$ cat config.mk
export PLATFORM = sky130hd
export DESIGN_NAME = size_sorted_free_block_table
export DESIGN_NICKNAME = d
export VERILOG_FILES = /design/src/rtl/core/sbft_pkg.sv /design/src/rtl/core/sbft_ram.sv /design/src/rtl/core/sbft_engine.sv /design/src/rtl/core/size_sorted_free_block_table.sv
export VERILOG_INCLUDE_DIRS = /design/src /design/src/rtl/core
export SDC_FILE = /design/constraint.sdc
export NUM_CORES = 2
export LEC_CHECK = 0
export BUFFER_PORTS_ARGS = -buffer_cell sky130_fd_sc_hd__buf_2
export CAP_MARGIN = 20
export CELL_PAD_IN_SITES_DETAIL_PLACEMENT = 0
export CELL_PAD_IN_SITES_GLOBAL_PLACEMENT = 2
export CORE_UTILIZATION = 40
export DETAILED_ROUTE_END_ITERATION = 10
export MAX_ROUTING_LAYER = met4
export PLACE_DENSITY = 0.72
export SETUP_SLACK_MARGIN = 0.02
export SLEW_MARGIN = 20
export SYNTH_ARGS = -nofsm -noshare
export SYNTH_HDL_FRONTEND = slang
export SYNTH_SLANG_ARGS = --single-unit
$ cat constraint.sdc
create_clock -name aclk -period 8.5 [get_ports aclk]
set_input_delay 1.7 -clock aclk [delete_from_list [all_inputs] [get_ports aclk]]
set_output_delay 1.7 -clock aclk [all_outputs]
set_load 0.01 [all_outputs]
$ cat src/rtl/core/assert_macros.svh
// assertion macros used by the rtl top level of the free block table
`ifndef ASSERT_MACROS_SVH
`define ASSERT_MACROS_SVH
`ifndef NO_ASSERTIONS
// property checked at every clock edge while out of reset
`define SBFT_ASSERT(lbl, clk, rstn, prop) \
    lbl: assert property (@(posedge clk) disable iff (!(rstn)) (prop)) \
        else $error("free block table: property violated");
// property checked at every clock edge, reset included
`define SBFT_ASSERT_ALWAYS(lbl, clk, prop) \
    lbl: assert property (@(posedge clk) (prop)) \
        else $error("free block table: property violated");
`else
`define SBFT_ASSERT(lbl, clk, rstn, prop)
`define SBFT_ASSERT_ALWAYS(lbl, clk, prop)
`endif
`endif

$ cat src/rtl/core/sbft_pkg.sv
// types and codes shared by the free block table modules
`default_nettype none
package sbft_pkg;

    // width of the address fields on the stream ports
    localparam int unsigned FIELD_W = 32;

    // command codes
    localparam logic CMD_INSERT  = 1'b0;
    localparam logic CMD_EXTRACT = 1'b1;

    // status codes of a result word
    localparam logic [1:0] ST_INSERTED  = 2'd0;
    localparam logic [1:0] ST_FULL      = 2'd1;
    localparam logic [1:0] ST_EXTRACTED = 2'd2;
    localparam logic [1:0] ST_NO_FIT    = 2'd3;

    // one command word
    typedef struct packed {
        logic               cmd;
        logic [FIELD_W-1:0] block_start;
        logic [FIELD_W-1:0] block_end;
        logic [FIELD_W-1:0] request_size;
    } cmd_t;

    // one result word
    typedef struct packed {
        logic [1:0]         status;
        logic [FIELD_W-1:0] out_start;
        logic [FIELD_W-1:0] out_end;
    } res_t;

endpackage
`default_nettype wire

$ cat src/rtl/core/sbft_ram.sv
// generic single write, single read ram with registered read data
`default_nettype none
module sbft_ram #(
    parameter int unsigned WIDTH = 64,
    parameter int unsigned DEPTH = 16
) (
    input  wire logic                     aclk,
    input  wire logic                     wr_en,
    input  wire logic [$clog2(DEPTH)-1:0] wr_addr,
    input  wire logic [WIDTH-1:0]         wr_data,
    input  wire logic                     rd_en,
    input  wire logic [$clog2(DEPTH)-1:0] rd_addr,
    output logic      [WIDTH-1:0]         rd_data
);

    logic [WIDTH-1:0] mem [DEPTH];

    // write port
    always_ff @(posedge aclk) begin
        if (wr_en) begin
            mem[wr_addr] <= wr_data;
        end
    end

    // registered read port
    always_ff @(posedge aclk) begin
        if (rd_en) begin
            rd_data <= mem[rd_addr];
        end
    end

endmodule
`default_nettype wire

$ cat src/rtl/core/sbft_engine.sv
// sorted table engine: walks the entry ram from the top, shifting as it goes
`default_nettype none
module sbft_engine #(
    parameter int unsigned DEPTH     = 16,
    parameter int unsigned ADDR_BITS = 32
) (
    input  wire logic                       aclk,
    input  wire logic                       aresetn,
    input  wire logic                       cmd_valid,
    output logic                            cmd_ready,
    input  wire sbft_pkg::cmd_t             cmd,
    output logic                            res_valid,
    input  wire logic                       res_ready,
    output sbft_pkg::res_t                  res,
    output logic [$clog2(DEPTH+1)-1:0]      count
);

    localparam int unsigned IDX_W = $clog2(DEPTH);
    localparam int unsigned CNT_W = $clog2(DEPTH + 1);
    localparam int unsigned ENT_W = 2 * ADDR_BITS;

    localparam logic [1:0] S_IDLE = 2'd0;
    localparam logic [1:0] S_SCAN = 2'd1;
    localparam logic [1:0] S_PUT  = 2'd2;
    localparam logic [1:0] S_DONE = 2'd3;

    logic [1:0]           state_reg, state_next;
    logic [CNT_W-1:0]     count_reg, count_next;
    logic [IDX_W-1:0]     idx_reg, idx_next;
    logic                 first_reg, first_next;
    logic                 op_reg, op_next;
    logic [ADDR_BITS-1:0] new_start_reg, new_start_next;
    logic [ADDR_BITS-1:0] new_end_reg, new_end_next;
    logic [ADDR_BITS-1:0] key_reg, key_next;
    logic [ENT_W-1:0]     carry_reg, carry_next;
    sbft_pkg::res_t       res_reg, res_next;

    logic                 wr_en;
    logic [IDX_W-1:0]     wr_addr;
    logic [ENT_W-1:0]     wr_data;
    logic                 rd_en;
    logic [IDX_W-1:0]     rd_addr;
    logic [ENT_W-1:0]     rd_data;

    logic [ADDR_BITS-1:0] in_start;
    logic [ADDR_BITS-1:0] in_end;
    logic [ADDR_BITS-1:0] in_req;
    logic [ADDR_BITS-1:0] e_start;
    logic [ADDR_BITS-1:0] e_end;
    logic [ADDR_BITS-1:0] e_size;
    logic [ENT_W-1:0]     new_entry;

    // entry store, end address in the upper half
    sbft_ram #(
        .WIDTH (ENT_W),
        .DEPTH (DEPTH)
    ) u_entries (
        .aclk    (aclk),
        .wr_en   (wr_en),
        .wr_addr (wr_addr),
        .wr_data (wr_data),
        .rd_en   (rd_en),
        .rd_addr (rd_addr),
        .rd_data (rd_data)
    );

    // incoming fields at table width
    assign in_start  = ADDR_BITS'(cmd.block_start);
    assign in_end    = ADDR_BITS'(cmd.block_end);
    assign in_req    = ADDR_BITS'(cmd.request_size);

    // entry read back this cycle and its size
    assign e_start   = rd_data[ADDR_BITS-1:0];
    assign e_end     = rd_data[ENT_W-1:ADDR_BITS];
    assign e_size    = e_end - e_start;
    assign new_entry = {new_end_reg, new_start_reg};

    assign cmd_ready = (state_reg == S_IDLE);
    assign res_valid = (state_reg == S_DONE);
    assign res       = res_reg;
    assign count     = count_reg;

    // sequencer: one entry read and at most one written per cycle
    always_comb begin
        state_next     = state_reg;
        count_next     = count_reg;
        idx_next       = idx_reg;
        first_next     = first_reg;
        op_next        = op_reg;
        new_start_next = new_start_reg;
        new_end_next   = new_end_reg;
        key_next       = key_reg;
        carry_next     = carry_reg;
        res_next       = res_reg;
        wr_en          = 1'b0;
        wr_addr        = idx_reg + IDX_W'(1);
        wr_data        = new_entry;
        rd_en          = 1'b0;
        rd_addr        = idx_reg - IDX_W'(1);

        unique case (state_reg)
            S_IDLE: begin
                if (cmd_valid) begin
                    op_next        = cmd.cmd;
                    new_start_next = in_start;
                    new_end_next   = in_end;
                    first_next     = 1'b1;
                    idx_next       = IDX_W'(count_reg - CNT_W'(1));
                    rd_addr        = IDX_W'(count_reg - CNT_W'(1));
                    res_next       = '{status: sbft_pkg::ST_INSERTED,
                                       out_start: '0, out_end: '0};
                    if (cmd.cmd == sbft_pkg::CMD_INSERT) begin
                        key_next = in_end - in_start;
                        if (count_reg == CNT_W'(DEPTH)) begin
                            res_next.status = sbft_pkg::ST_FULL;
                            state_next      = S_DONE;
                        end else if (count_reg == '0) begin
                            // empty table: store straight at the bottom
                            wr_en      = 1'b1;
                            wr_addr    = '0;
                            wr_data    = {in_end, in_start};
                            state_next = S_DONE;
                        end else begin
                            rd_en      = 1'b1;
                            state_next = S_SCAN;
                        end
                    end else begin
                        key_next = in_req;
                        if (count_reg == '0) begin
                            res_next.status = sbft_pkg::ST_NO_FIT;
                            state_next      = S_DONE;
                        end else begin
                            rd_en      = 1'b1;
                            state_next = S_SCAN;
                        end
                    end
                end
            end

            S_SCAN: begin
                if (op_reg == sbft_pkg::CMD_INSERT) begin
                    if (e_size > key_reg) begin
                        // larger entry moves up one place
                        wr_en   = 1'b1;
                        wr_data = rd_data;
                        if (idx_reg == '0) begin
                            state_next = S_PUT;
                        end else begin
                            rd_en    = 1'b1;
                            idx_next = idx_reg - IDX_W'(1);
                        end
                    end else begin
                        // new block lands above this entry
                        wr_en           = 1'b1;
                        res_next.status = sbft_pkg::ST_INSERTED;
                        state_next      = S_DONE;
                    end
                end else begin
                    if (e_size >= key_reg) begin
                        // fitting entries form the top run; shift the one above down
                        wr_en      = !first_reg;
                        wr_addr    = idx_reg;
                        wr_data    = carry_reg;
                        carry_next = rd_data;
                        first_next = 1'b0;
                        if (idx_reg == '0) begin
                            res_next   = '{status: sbft_pkg::ST_EXTRACTED,
                                           out_start: sbft_pkg::FIELD_W'(e_start),
                                           out_end: sbft_pkg::FIELD_W'(e_end)};
                            state_next = S_DONE;
                        end else begin
                            rd_en    = 1'b1;
                            idx_next = idx_reg - IDX_W'(1);
                        end
                    end else begin
                        if (first_reg) begin
                            res_next.status = sbft_pkg::ST_NO_FIT;
                        end else begin
                            res_next = '{status: sbft_pkg::ST_EXTRACTED,
                                out_start: sbft_pkg::FIELD_W'(carry_reg[ADDR_BITS-1:0]),
                                out_end: sbft_pkg::FIELD_W'(carry_reg[ENT_W-1:ADDR_BITS])};
                        end
                        state_next = S_DONE;
                    end
                end
            end

            S_PUT: begin
                // every entry moved up: new block goes to the bottom
                wr_en           = 1'b1;
                wr_addr         = '0;
                res_next.status = sbft_pkg::ST_INSERTED;
                state_next      = S_DONE;
            end

            S_DONE: begin
                if (res_ready) begin
                    if (res_reg.status == sbft_pkg::ST_INSERTED) begin
                        count_next = count_reg + CNT_W'(1);
                    end else if (res_reg.status == sbft_pkg::ST_EXTRACTED) begin
                        count_next = count_reg - CNT_W'(1);
                    end
                    state_next = S_IDLE;
                end
            end

            default: begin
                state_next = S_IDLE;
            end
        endcase
    end

    // control state
    always_ff @(posedge aclk) begin
        if (!aresetn) begin
            state_reg <= S_IDLE;
            count_reg <= '0;
            first_reg <= 1'b1;
        end else begin
            state_reg <= state_next;
            count_reg <= count_next;
            first_reg <= first_next;
        end
    end

    // working registers
    always_ff @(posedge aclk) begin
        idx_reg       <= idx_next;
        op_reg        <= op_next;
        new_start_reg <= new_start_next;
        new_end_reg   <= new_end_next;
        key_reg       <= key_next;
        carry_reg     <= carry_next;
        res_reg       <= res_next;
    end

endmodule
`default_nettype wire

$ cat src/rtl/core/size_sorted_free_block_table.sv
// size sorted free block table (best fit free list), top level
//
// s_ channel takes one command word: tuser selects insert (0) or extract (1),
// tdata carries the block start, block end and requested size. m_ channel
// returns exactly one result word per command: tuser holds the status
// (inserted, dropped as full, extracted, no fit), tdata the extracted block
// or zeros. Entries sit in one ram, smallest size at the lowest address.
// A command walks the ram from the highest entry down, one entry a cycle
// (registered read, write back one place up or down), stopping
// at the insert point or below the best fit. At most the fill level of
// entries are visited (plus one step for an insert at the bottom), then the
// result goes through the output register to m_tvalid, and s_tready returns at
// the same time, so a new command is taken only once the last one is through. The m_ output register
// lets the next command be taken while a result waits; a further result
// waits inside the engine until m_tready frees the register, and s_tready
// stays low meanwhile. Reset (aresetn low, synchronous) empties the table
// and drops any result in flight; no clearing pass is needed.
`default_nettype none
`include "assert_macros.svh"
module size_sorted_free_block_table #(
    parameter int unsigned DEPTH     = 16,
    parameter int unsigned ADDR_BITS = 32
) (
    input  wire logic        aclk,
    input  wire logic        aresetn,
    input  wire logic        s_tvalid,
    output logic             s_tready,
    input  wire logic [95:0] s_tdata,   // block_start, block_end, request_size
    input  wire logic [0:0]  s_tuser,   // cmd
    output logic             m_tvalid,
    input  wire logic        m_tready,
    output logic [63:0]      m_tdata,   // out_start, out_end
    output logic [1:0]       m_tuser    // status
);

    localparam int unsigned CNT_W = $clog2(DEPTH + 1);

    sbft_pkg::cmd_t     cmd;
    sbft_pkg::res_t     res;
    logic               res_valid;
    logic               res_ready;
    logic [CNT_W-1:0]   count;
    logic               m_tvalid_reg, m_tvalid_next;
    logic [63:0]        m_tdata_reg, m_tdata_next;
    logic [1:0]         m_tuser_reg, m_tuser_next;
    logic               ins_done;
    logic               ext_done;
    logic               full_out;
    logic               plain_out;

    // unpack the command word
    assign cmd.cmd          = s_tuser[0];
    assign cmd.block_start  = s_tdata[31:0];
    assign cmd.block_end    = s_tdata[63:32];
    assign cmd.request_size = s_tdata[95:64];

    sbft_engine #(
        .DEPTH     (DEPTH),
        .ADDR_BITS (ADDR_BITS)
    ) u_engine (
        .aclk      (aclk),
        .aresetn   (aresetn),
        .cmd_valid (s_tvalid),
        .cmd_ready (s_tready),
        .cmd       (cmd),
        .res_valid (res_valid),
        .res_ready (res_ready),
        .res       (res),
        .count     (count)
    );

    // output register
    assign res_ready = !m_tvalid_reg || m_tready;

    always_comb begin
        m_tvalid_next = m_tvalid_reg;
        m_tdata_next  = m_tdata_reg;
        m_tuser_next  = m_tuser_reg;
        if (res_ready) begin
            m_tvalid_next = res_valid;
            m_tdata_next  = {res.out_end, res.out_start};
            m_tuser_next  = res.status;
        end
    end

    always_ff @(posedge aclk) begin
        if (!aresetn) begin
            m_tvalid_reg <= 1'b0;
        end else begin
            m_tvalid_reg <= m_tvalid_next;
        end
    end

    always_ff @(posedge aclk) begin
        m_tdata_reg <= m_tdata_next;
        m_tuser_reg <= m_tuser_next;
    end

    assign m_tvalid = m_tvalid_reg;
    assign m_tdata  = m_tdata_reg;
    assign m_tuser  = m_tuser_reg;

    // result word kinds seen by the checks
    assign ins_done  = res_valid && res_ready && res.status == sbft_pkg::ST_INSERTED;
    assign ext_done  = res_valid && res_ready && res.status == sbft_pkg::ST_EXTRACTED;
    assign full_out  = res_valid && res.status == sbft_pkg::ST_FULL;
    assign plain_out = res_valid && res.status != sbft_pkg::ST_EXTRACTED;

    // checks on fill level and result contents
    `SBFT_ASSERT(a_count_bound, aclk, aresetn, count <= CNT_W'(DEPTH))
    `SBFT_ASSERT(a_insert_grows, aclk, aresetn, ins_done |=> count == $past(count) + CNT_W'(1))
    `SBFT_ASSERT(a_extract_shrinks, aclk, aresetn, ext_done |=> count == $past(count) - CNT_W'(1))
    `SBFT_ASSERT(a_full_only_full, aclk, aresetn, full_out |-> count == CNT_W'(DEPTH))
    `SBFT_ASSERT(a_zero_payload, aclk, aresetn, plain_out |-> res.out_start == '0 && res.out_end == '0)

endmodule
`default_nettype wire

==> impl_metrics.toml <==
[status]
status = "finished clean"

[global_routing]
grt_pass1_vias = 31253
grt_pass1_wl_mm = 236.5
antenna_found_initial = 11
grt_max_degree = 129
grt_usage = 0.2361
gr-total-overflow = 0

[synthesis]
synthDistinctLibCells = 67
yosys-top-cells-count = "edfxtp_1, mux4_2, nand2_1, inv_1, a21oi_1"
synth_area_per_cell_um2 = 17.43
synth.yosys.warnings = 0
synthArstFlopShare = 0
netlist_area_mm2 = 0.05779
synthCells = 3315
synth_edf_count = 1385
ys_top_cells_by_area = "edfxtp_1, mux4_2, ha_1, nand2_1, a21oi_1"
syn_nets = 3520
synth_top_area_frac = 0.7196
seq_area_frac_synth = 0.7228
ys.flop_type = "edfxtp_1"
synth-seq-cells = 1394
yosys.cell_count.top_type = "edfxtp_1"
synth_area_leader_cell = "edfxtp_1"

[power_and_ir_drop]
p_leak_uw = 0.02293
irDropWorstVdd_mv = 0.3564
power-per-cell-area_mw_per_mm2 = 463.2

[clock_tree]
cts_setup_buffers = 0
numCtsBuffers = 146
path_clk_slew_ps = 60
holdBufCountCts = 0
insertion_delay_ps = 800
h-tree-depth = 4
postCtsResizedCells = 0
ctsRootBufferMaster = "clkbuf_16"
cts_tree = "done"
cts_max_path_buffers = 3
clkSinkCount = 1394

[sta]
finalSetupViolCount = 0
maxSlewViolCount = 0
report.final.hold_viol_count = 0
rsz0062_at_grt = "false"
fmax_ghz = 0.1307
fin_crit_ps = 7651
worst_pin_slew_ps = 1107
max_slew_margin = 0.2621
skew_ps = 43.10
finalCritPeriodShare = 0.9002
setup-tns-final_ps = 0
setup_slack_ps = 848.5

[setup_path]
cp_slowest_cell = "nor2b_4"
critical_path_arrival_ps = 8120
worstSetupEndpointType = "flop"
critPathBufInv = 3
critPathMaxStageDelay_ps = 660
cp_common_cell = "nand3_1"
critPathKind = "flop to flop"
cp_max_fo = 19
critical_path_required_ps = 8970
crit_family = "simple AND/OR/NAND/NOR gates"
startpoint_type = "flop"

[floorplan]
rows = 139
die_w_um = 382.1
die_h_um = 382.1
io_pins = 169
die_area_mm2 = 0.1460
initial_core_util = 0.4028
core_area_mm2 = 0.1435

[layout]
layout-drive-gt1-share = 0.2170
post-route-util = 0.4639
largest_reg_flops = 1024
design_area_mm2 = 0.06657
area_delta_synth_final_pct = 15.18
fill_cells = 12193
layout.nets = 3799

[run]
cap_violations = 0

[route]
ant_nets = 0
wl_per_cell_um = 29.84
drt-initial-drc-count = 3955
num_vias = 32137
firstDrtPassIters = 9
drc = 0
vias_per_cell = 5.721
drt_wl_total_mm = 167.6

[placement]
gp_congestion = 0.8469
dp_hpwl_mm = 103.1
dpl_worst_slack_ps = 903.5
placed_area_mm2 = 0.06195
port_buffers = 168

[worst_hold_path]
min_path_type = "flop to flop"
-- power by group --
part / switching, uW / total [uW] / internal (uW) / leakage (uW)
sequential: 771 / 11700 / 10900 / 0.0128
clock: 2680 / 6220 / 3540 / 0.00225
combinational: 8360 / 13000 / 4590 / 0.00785
-- kinds of logic (layout without fill, tap and decap cells) --
family	count (synthesis)	count (layout)	synth area share
adders and majority gates	104	104	0.02278
buffers and inverters	346	741	0.02317
and+or+nand+nor	469	469	0.03856
muxes	329	329	0.1124
AOI/OAI and AO/OA	609	609	0.07060
xor gates and xnor gates	64	64	0.009699
other	0	4	0
DFF	1394	1394	0.7228
-- cells in the final DEF (no fill, tap or decap), types with 21 or more instances in the layout --
cell type  synthesis  final
a211oi_1          87     87
nand2_1          234    234
o21ai_0          108    107
clkinv_2           0     24
buf_4              0     95
buf_12             0     31
a21oi_1          145    144
a31oi_1           23     23
a21boi_0          71     71
nor2_1            49     40
edfxtp_1        1385   1385
buf_2             11    168
ha_1             102    101
nor2b_1           87     78
mux4_2           256    256
clkbuf_16          0    151
inv_1            182    180
xor2_1            21     21
clkbuf_1         115     26
clkinv_1           0     35
mux2i_1           71     68
xnor2_1           43     43
a222oi_1          49     49
a21o_1            39     39
-- layout make-up --
| type | instances | area [um2] | share of cell area |
|---|---|---|---|
| Sequential cell | 1394 | 41770 | 0.6275 |
| Multi-Input combinational cell | 1575 | 14930 | 0.2243 |
| Clock buffer | 178 | 3890 | 0.05844 |
| Tap cell | 1903 | 2381 | 0.03577 |
| Timing Repair Buffer | 295 | 2186 | 0.03284 |
| Clock inverter | 86 | 711.9 | 0.01070 |
| Inverter | 182 | 688.2 | 0.01034 |
| Antenna cell | 4 | 10.01 | 0.0001504 |
-- final timing paths --
check	from	endpoint	slack, ps	depth (start not counted)
worst max-delay path	u_engine.u_entries.rd_data[32]	u_engine.u_entries.mem[14][61]	850	26
worst min-delay path	u_engine.res[53]	m_tdata[21]	420	0
worst max register to register	u_engine.u_entries.rd_data[32]	u_engine.u_entries.mem[14][61]	850	26
worst min register to register	u_engine.res[53]	m_tdata[21]	420	0
-- layer usage --
metal  global-route usage  wire length (um)  vias to the layer above
met4              0.06570              4034                        0
li1                     -                 -                    13778
met3              0.04759             13100                      211
met5                    -                 0                        -
met1               0.3321             73840                    16764
met2               0.3491             76620                     1384
-- per-stage QoR --
| stage | instances | total power (uW) | hold WS [ps] |
|---|---|---|---|
| 4_1_cts | 5613 | 30990 | 410.5 |
| 6_report | 5617 | 30830 | 418.4 |
| 3_3_place_gp | 5349 | 24670 | 403.4 |
| 5_1_grt | 5617 | 32270 | 413.6 |
| 3_5_place_dp | 5349 | 24750 | 405.9 |
| 2_1_floorplan | 3315 | 19640 | 400.3 |
-- worst register-to-register path: stages (launching register included) --
cell      delay, ps
edfxtp_1        430
inv_1            80
ha_1            190
inv_1            70
fa_1            420
nand3_1         120
a21oi_1         130
o21a_1          230
o21ai_0         320
nand3_1         240
a21oi_1         300
a21oi_1         140
a41oi_1         270
nor2b_1         190
xnor2_1          90
ha_1            280
and4_1          200
nand3_1         100
or2_1           270
or3_1           420
or4_4           530
nand3_4         170
nand3_1         160
a311oi_1        560
nand3_1         480
nor2b_4         670
buf_12          270
(Power assumes the default switching activity.)
